==> src/ffba_pkg.sv <==
// shared types and constants for the first-fit block allocator
// header word layout, memory port request and result bundles
// no dependencies
package ffba_pkg;

    localparam int ARENA_BYTES  = 1024;
    localparam int HEADER_BYTES = 24;
    localparam int OFS_W        = 10;
    localparam int SIZE_W       = 10;
    localparam int NEED_W       = OFS_W + 1;
    localparam int SUM_W        = OFS_W + 2;

    typedef logic [OFS_W-1:0]  ofs_t;
    typedef logic [SIZE_W-1:0] size_t;
    typedef logic [NEED_W-1:0] need_t;
    typedef logic [SUM_W-1:0]  sum_t;

    localparam logic OP_ALLOC = 1'b0;
    localparam logic OP_FREE  = 1'b1;

    localparam logic STATUS_OK       = 1'b0;
    localparam logic STATUS_NO_SPACE = 1'b1;

    typedef struct packed {
        logic  has_next;
        ofs_t  next;
        logic  is_free;
        size_t size;
    } hdr_t;

    localparam hdr_t ROOT_HDR = '{
        has_next: 1'b0,
        next:     '0,
        is_free:  1'b1,
        size:     SIZE_W'(ARENA_BYTES - HEADER_BYTES)
    };

    typedef struct packed {
        logic wr_en;
        ofs_t wr_addr;
        hdr_t wr_data;
        logic rd_en;
        ofs_t rd_addr;
    } ram_req_t;

    typedef struct packed {
        logic done;
        logic status;
        ofs_t offset;
    } result_t;

endpackage

==> src/ffba_ctrl.sv <==
// chain walker: first-fit search and split, free lookup and coalescing pass
// reads, modifies and writes back headers through ffba_hdr_ram
// depends on ffba_pkg
module ffba_ctrl (
    input  logic                       aclk,
    input  logic                       aresetn,
    input  logic                       s_valid,
    output logic                       s_ready,
    input  logic                       s_operation,
    input  logic [ffba_pkg::OFS_W-1:0] s_request_size,
    input  logic [ffba_pkg::OFS_W-1:0] s_address,
    input  logic                       out_free,
    input  ffba_pkg::hdr_t             rd_data,
    output ffba_pkg::ram_req_t         ram_req,
    output ffba_pkg::result_t          result
);
    import ffba_pkg::*;

    typedef enum logic [7:0] {
        ST_IDLE    = 8'b0000_0001,
        ST_A_CHK   = 8'b0000_0010,
        ST_A_SPLIT = 8'b0000_0100,
        ST_A_FRONT = 8'b0000_1000,
        ST_F_CHK   = 8'b0001_0000,
        ST_C_CUR   = 8'b0010_0000,
        ST_C_NXT   = 8'b0100_0000,
        ST_OUT     = 8'b1000_0000
    } state_t;

    state_t state_reg, state_next;
    ofs_t   cur_reg, cur_next;
    hdr_t   hdr_reg, hdr_next;
    ofs_t   req_reg, req_next;
    ofs_t   target_reg, target_next;
    logic   status_reg, status_next;
    ofs_t   offset_reg, offset_next;

    need_t  need;
    sum_t   nb;
    logic   nb_fits;
    logic   fits;
    size_t  merged_size;

    assign need        = NEED_W'(req_reg) + NEED_W'(HEADER_BYTES);
    assign nb          = SUM_W'(cur_reg) + SUM_W'(need);
    assign nb_fits     = nb < SUM_W'(ARENA_BYTES);
    assign fits        = NEED_W'(rd_data.size) >= need;
    assign merged_size = SIZE_W'(SUM_W'(hdr_reg.size) + SUM_W'(HEADER_BYTES)
                                 + SUM_W'(rd_data.size));

    assign s_ready = (state_reg == ST_IDLE);

    always_comb begin
        state_next  = state_reg;
        cur_next    = cur_reg;
        hdr_next    = hdr_reg;
        req_next    = req_reg;
        target_next = target_reg;
        status_next = status_reg;
        offset_next = offset_reg;
        ram_req     = '0;
        result      = '0;
        result.status = status_reg;
        result.offset = offset_reg;
        case (state_reg)
            ST_IDLE: begin
                if (s_valid) begin
                    req_next    = s_request_size;
                    status_next = STATUS_OK;
                    offset_next = '0;
                    cur_next    = '0;
                    if (s_operation == OP_ALLOC) begin
                        ram_req.rd_en   = 1'b1;
                        ram_req.rd_addr = '0;
                        state_next      = ST_A_CHK;
                    end else if (s_address < OFS_W'(HEADER_BYTES)) begin
                        state_next = ST_OUT;
                    end else begin
                        target_next     = s_address - OFS_W'(HEADER_BYTES);
                        ram_req.rd_en   = 1'b1;
                        ram_req.rd_addr = '0;
                        state_next      = ST_F_CHK;
                    end
                end
            end
            ST_A_CHK: begin
                hdr_next = rd_data;
                if (rd_data.is_free && fits) begin
                    state_next = ST_A_SPLIT;
                end else if (rd_data.has_next) begin
                    ram_req.rd_en   = 1'b1;
                    ram_req.rd_addr = rd_data.next;
                    cur_next        = rd_data.next;
                end else begin
                    status_next = STATUS_NO_SPACE;
                    state_next  = ST_OUT;
                end
            end
            ST_A_SPLIT: begin
                offset_next   = cur_reg + OFS_W'(HEADER_BYTES);
                ram_req.wr_en = 1'b1;
                if (nb_fits) begin
                    // remainder becomes a free block behind the granted one
                    ram_req.wr_addr          = OFS_W'(nb);
                    ram_req.wr_data.has_next = hdr_reg.has_next;
                    ram_req.wr_data.next     = hdr_reg.next;
                    ram_req.wr_data.is_free  = 1'b1;
                    ram_req.wr_data.size     = SIZE_W'(NEED_W'(hdr_reg.size) - need);
                    state_next               = ST_A_FRONT;
                end else begin
                    ram_req.wr_addr          = cur_reg;
                    ram_req.wr_data.has_next = hdr_reg.has_next;
                    ram_req.wr_data.next     = hdr_reg.next;
                    ram_req.wr_data.is_free  = 1'b0;
                    ram_req.wr_data.size     = req_reg;
                    state_next               = ST_OUT;
                end
            end
            ST_A_FRONT: begin
                ram_req.wr_en            = 1'b1;
                ram_req.wr_addr          = cur_reg;
                ram_req.wr_data.has_next = 1'b1;
                ram_req.wr_data.next     = OFS_W'(nb);
                ram_req.wr_data.is_free  = 1'b0;
                ram_req.wr_data.size     = req_reg;
                state_next               = ST_OUT;
            end
            ST_F_CHK: begin
                if (cur_reg == target_reg) begin
                    // mark free and restart from the root for coalescing
                    ram_req.wr_en           = 1'b1;
                    ram_req.wr_addr         = cur_reg;
                    ram_req.wr_data         = rd_data;
                    ram_req.wr_data.is_free = 1'b1;
                    ram_req.rd_en           = 1'b1;
                    ram_req.rd_addr         = '0;
                    cur_next                = '0;
                    state_next              = ST_C_CUR;
                end else if (rd_data.has_next) begin
                    ram_req.rd_en   = 1'b1;
                    ram_req.rd_addr = rd_data.next;
                    cur_next        = rd_data.next;
                end else begin
                    state_next = ST_OUT;
                end
            end
            ST_C_CUR: begin
                hdr_next = rd_data;
                if (rd_data.has_next) begin
                    ram_req.rd_en   = 1'b1;
                    ram_req.rd_addr = rd_data.next;
                    state_next      = ST_C_NXT;
                end else begin
                    state_next = ST_OUT;
                end
            end
            ST_C_NXT: begin
                if (hdr_reg.is_free && rd_data.is_free) begin
                    hdr_next.has_next = rd_data.has_next;
                    hdr_next.next     = rd_data.next;
                    hdr_next.is_free  = 1'b1;
                    hdr_next.size     = merged_size;
                    ram_req.wr_en     = 1'b1;
                    ram_req.wr_addr   = cur_reg;
                    ram_req.wr_data   = hdr_next;
                end else begin
                    cur_next = hdr_reg.next;
                    hdr_next = rd_data;
                end
                // either way the following header is the one after rd_data
                if (rd_data.has_next) begin
                    ram_req.rd_en   = 1'b1;
                    ram_req.rd_addr = rd_data.next;
                end else begin
                    state_next = ST_OUT;
                end
            end
            ST_OUT: begin
                if (out_free) begin
                    result.done = 1'b1;
                    state_next  = ST_IDLE;
                end
            end
            default: begin
                state_next = ST_IDLE;
            end
        endcase
    end

    always_ff @(posedge aclk) begin
        if (!aresetn) begin
            state_reg <= ST_IDLE;
        end else begin
            state_reg <= state_next;
        end
    end

    always_ff @(posedge aclk) begin
        cur_reg    <= cur_next;
        hdr_reg    <= hdr_next;
        req_reg    <= req_next;
        target_reg <= target_next;
        status_reg <= status_next;
        offset_reg <= offset_next;
    end

    a_accept_leaves_idle: assert property (@(posedge aclk) disable iff (!aresetn)
        s_valid && s_ready |=> state_reg != ST_IDLE)
        else $error("accepted word did not start a walk");

    a_read_consumed: assert property (@(posedge aclk) disable iff (!aresetn)
        ram_req.rd_en |=> (state_reg == ST_A_CHK) || (state_reg == ST_F_CHK) ||
                          (state_reg == ST_C_CUR) || (state_reg == ST_C_NXT))
        else $error("header read issued with nobody to take the data");

    a_same_entry_only_on_free: assert property (@(posedge aclk) disable iff (!aresetn)
        ram_req.wr_en && ram_req.rd_en && (ram_req.wr_addr == ram_req.rd_addr)
        |-> state_reg == ST_F_CHK)
        else $error("unexpected read and write of the same header");

    a_done_returns_idle: assert property (@(posedge aclk) disable iff (!aresetn)
        result.done |=> s_ready)
        else $error("result handed over without returning to idle");

endmodule

==> config.mk <==
export PLATFORM = sky130hd
export DESIGN_NAME = ffba_ctrl
export DESIGN_NICKNAME = d
export VERILOG_FILES = /design/src/ffba_pkg.sv /design/src/ffba_ctrl.sv
export SDC_FILE = /design/constraint.sdc
export NUM_CORES = 1
export LEC_CHECK = 0
export ABC_CLOCK_PERIOD_IN_PS = 4600
export BUFFER_PORTS_ARGS = -buffer_cell sky130_fd_sc_hd__buf_2
export CAP_MARGIN = 10
export CELL_PAD_IN_SITES_DETAIL_PLACEMENT = 2
export CELL_PAD_IN_SITES_GLOBAL_PLACEMENT = 2
export CORE_UTILIZATION = 30
export CTS_CLUSTER_SIZE = 20
export DETAILED_ROUTE_END_ITERATION = 10
export PLACE_DENSITY_LB_ADDON = 0.1
export SYNTH_ARGS = -nofsm -noshare
export SYNTH_HDL_FRONTEND = slang
export SYNTH_SLANG_ARGS = --single-unit
==> constraint.sdc <==
create_clock -name aclk -period 4.6 [get_ports aclk]
set_input_delay 0 -clock aclk [delete_from_list [all_inputs] [get_ports aclk]]
set_output_delay 0 -clock aclk [all_outputs]
set_load 0.05 [all_outputs]
==> impl_metrics.csv <==
group,metric,value,unit
place,dp_hpwl,15.79,mm
global_routing,grt_pass1_vias,5402,
clock_tree,cts_setup_buffers,0,
critical_path,critical_path_arrival,4.26,ns
critical_path,crit_path_start,"req_reg[3]",
synthesis,synth_top_cells_by_area,"edfxtp_1 35%, ha_1 11%, nand2_1 5.6%",
clock_tree,clkTransAtPathRegs,0.06,ns
timing,finalSetupTns,0,ns
route,vias,5038,
timing,finalCritPeriodShare,0.9255,
synthesis,syn_area_per_cell,9.369,sq um
clock_tree,cts_tree,"built",
synthesis,synth_ff_type,"edfxtp_1",
critical_path,r2r_end,"state_reg[7]",
timing,skew,0.006581,ns
synthesis,syn_area,5453,sq um
global_routing,grt_pass1_wl,31.05,mm
clock_tree,cts.path.max_buffers,2,
place,numPortBuffers,103,
power_and_ir_drop,p_leak,3.018,nW
critical_path,path_class,"reg2out",
critical_path,endpoint_kind,"output port",
floorplanning,start_util,0.3109,
hold_path,hold_depth,2,
finish,fin_util,0.3898,
clock_tree,postCtsHoldBufs,33,
finish,ff_latch_area,2052,sq um
clock_tree,root_buffer,"clkbuf_16",
place,place_congestion,0.8025,
finish,drive_gt1_frac,0.1908,
synthesis,synth_top_area_frac,0.3469,
synthesis,ys_seq_area_frac,0.3763,
critical_path,ff2ff_setup_slack,1.16,ns
synthesis,synth_common_cells,"81 x nand2_1, 63 x edfxtp_1, 49 x ha_1, 37 x inv_1, 34 x nor2_1",
timing,worst_slew_pin_slew,0.7541,ns
critical_path,required,4.60,ns
global_routing,antenna_found_initial,0,
timing,grt_setup_unrepaired,"no",
synthesis,synth_cells,582,
route,firstDrtPassIters,4,
global_routing,overflow,0,
synthesis,yosysWarnings,0,
clock_tree,h-tree-depth,3,
route,routed_wl,20.13,mm
route,drc_errors,0,
floorplanning,io_pins,104,
hold_path,holdCritStartpoint,"s_address[7]",
timing,drv_slew,0,
synthesis,synth_cell_types,64,
clock_tree,numCtsBuffers,9,
floorplanning,dieArea,18720,sq um
timing,hold_violations,0,
finish,nFillCells,1954,
route,ant_nets,0,
route,viasPerCell,5.337,
critical_path,rr_worst_depth,13,
route,wire_per_inst,21.32,um
timing,max_slew_margin,0.4954,
finish,multi_input_area,3149,sq um
hold_path,min_path_type,"in2reg",
route,drt_iter0_drc,254,
timing,fmax,234.9,MHz
global_routing,grt_util_all_layers,0.2276,
synthesis,synth-seq-cells,71,
floorplanning,coreArea,17540,sq um
clock_tree,clock_sinks,71,
global_routing,grt_max_degree,23,
finish,syn2layout_area_growth,25.36,%
hold_path,holdPathEnd,"target_reg[7]",
outcome,status,"complete, no violations",
synthesis,synth_fp_nets,681,
timing,finalCriticalPeriod,4.258,ns
finish,nNetsFinal,812,
floorplanning,die_w,136.8,um
floorplanning,die_y,136.8,um
finish,largest_reg_flops,22,
synthesis,synth_most_common_cell,"nand2_1",
synthesis,synth_edf_count,63,
critical_path,path_max_fanout,13,
clock_tree,cts_resized,0,
floorplanning,fp-row-count,48,
critical_path,critPathLaunchType,"flip-flop",
timing,setup_violations,0,
synthesis,post-synth-top-area-cell,"edfxtp_1",
synthesis,synthArstFlopShare,0,
power_and_ir_drop,ir_worst_vdd,0.1969,mV
clock_tree,clk_latency,0.35,ns
critical_path,r2r_start,"req_reg[3]",
run,drv_cap,0,
power_and_ir_drop,power-per-cell-area,419.1,nW/um^2
worst max-delay path: stages, from the launching register on:
cell      delay [ns]
edfxtp_1        0.47
inv_1           0.10
ha_1            0.25
nor3_1          0.25
xnor2_1         0.22
inv_1           0.08
ha_1            0.36
a2111o_1        0.39
a21o_1          0.16
mux2i_1         0.35
and2_1          0.68
a221oi_1        0.21
nand2_1         0.12
buf_2           0.26
cells by family after synthesis:
group                    share of synthesized area
XOR/XNOR                                   0.08031
buffers and inverters                      0.04727
AND/OR/NAND/NOR                             0.1849
multiplexers                               0.02203
adder cells (fa/ha/maj)                     0.1235
AO/OA/AOI/OAI                               0.1657
flip-flops                                  0.3763
placed cells by master (no fill, tap or decap), types with 3 or more instances in the layout:
cell type / Yosys / final
a211oi_1: 5 / 5
nor3_1: 12 / 12
nand2_1: 81 / 81
o21a_1: 7 / 7
xor2_1: 18 / 18
clkbuf_16: 0 / 9
fa_1: 3 / 3
mux2i_1: 12 / 12
dlygate4sd3_1: 0 / 33
and3_1: 6 / 6
edfxtp_1: 63 / 63
a22oi_1: 6 / 6
nor4_1: 7 / 6
inv_1: 37 / 37
a221oi_1: 4 / 4
buf_2: 2 / 103
dfxtp_1: 8 / 8
nor2b_1: 7 / 7
xnor2_1: 32 / 32
a31oi_1: 4 / 4
and2_1: 17 / 17
a21o_1: 12 / 12
a21oi_1: 23 / 23
buf_4: 3 / 8
o2bb2ai_1: 4 / 4
nor3b_1: 5 / 5
o211ai_1: 10 / 10
ha_1: 49 / 49
nor2_1: 34 / 34
or3_1: 3 / 3
nand4_1: 5 / 5
o2111ai_1: 5 / 5
a22o_1: 7 / 7
o21ai_0: 30 / 30
nand3_1: 9 / 9
metal layers:
layer  vias up  global-route usage  part of all wire
met1      2540              0.3010              0.46
met2       107              0.3892              0.50
met5         -                   0                 0
li1       2378                   -                 -
met3        13             0.03148             0.032
met4         0             0.05617             0.011
stage by stage:
stage               total power, W  hold WS [ns]  worst slack [ns]  std cells  instance area, sq um
floorplan                 0.001718       0.09887             1.085        582                  5453
global placement          0.002074        0.1810            0.9163        894                  6197
detailed placement        0.002114        0.1793            0.6957        894                  6197
CTS                       0.002902     0.0009032            0.3055        943                  6833
global route              0.003041      0.009762           0.03820        943                  6833
finish                    0.002865      0.004790            0.3425        944                  6835
layout make-up:
cell class / instances / share of cell area
Antenna cell: 1 / 0.0003661
Clock buffer: 9 / 0.03295
Clock inverter: 7 / 0.01172
Inverter: 37 / 0.02032
Multi-Input combinational cell: 450 / 0.4607
Sequential cell: 71 / 0.3002
Tap cell: 225 / 0.04119
Timing Repair Buffer: 144 / 0.1325
how the worst max path moves through the flow:
stage,endpoint,slack (ns),depth (start not counted)
2_1_floorplan,cur_reg[0],1.09,12
3_3_place_gp,ram_req[14],0.92,13
3_5_place_dp,ram_req[17],0.70,13
4_1_cts,ram_req[17],0.31,11
5_1_grt,ram_req[17],0.04,13
6_report,ram_req[17],0.34,13
report_power, final:
group	internal [W]	total, W	switching (W)
clock network	0.000428	0.000746	0.000318
registers	0.000816	0.000955	0.000139
logic	0.000441	0.00116	0.000724
No activity file was read; power rests on OpenSTA's default activity.
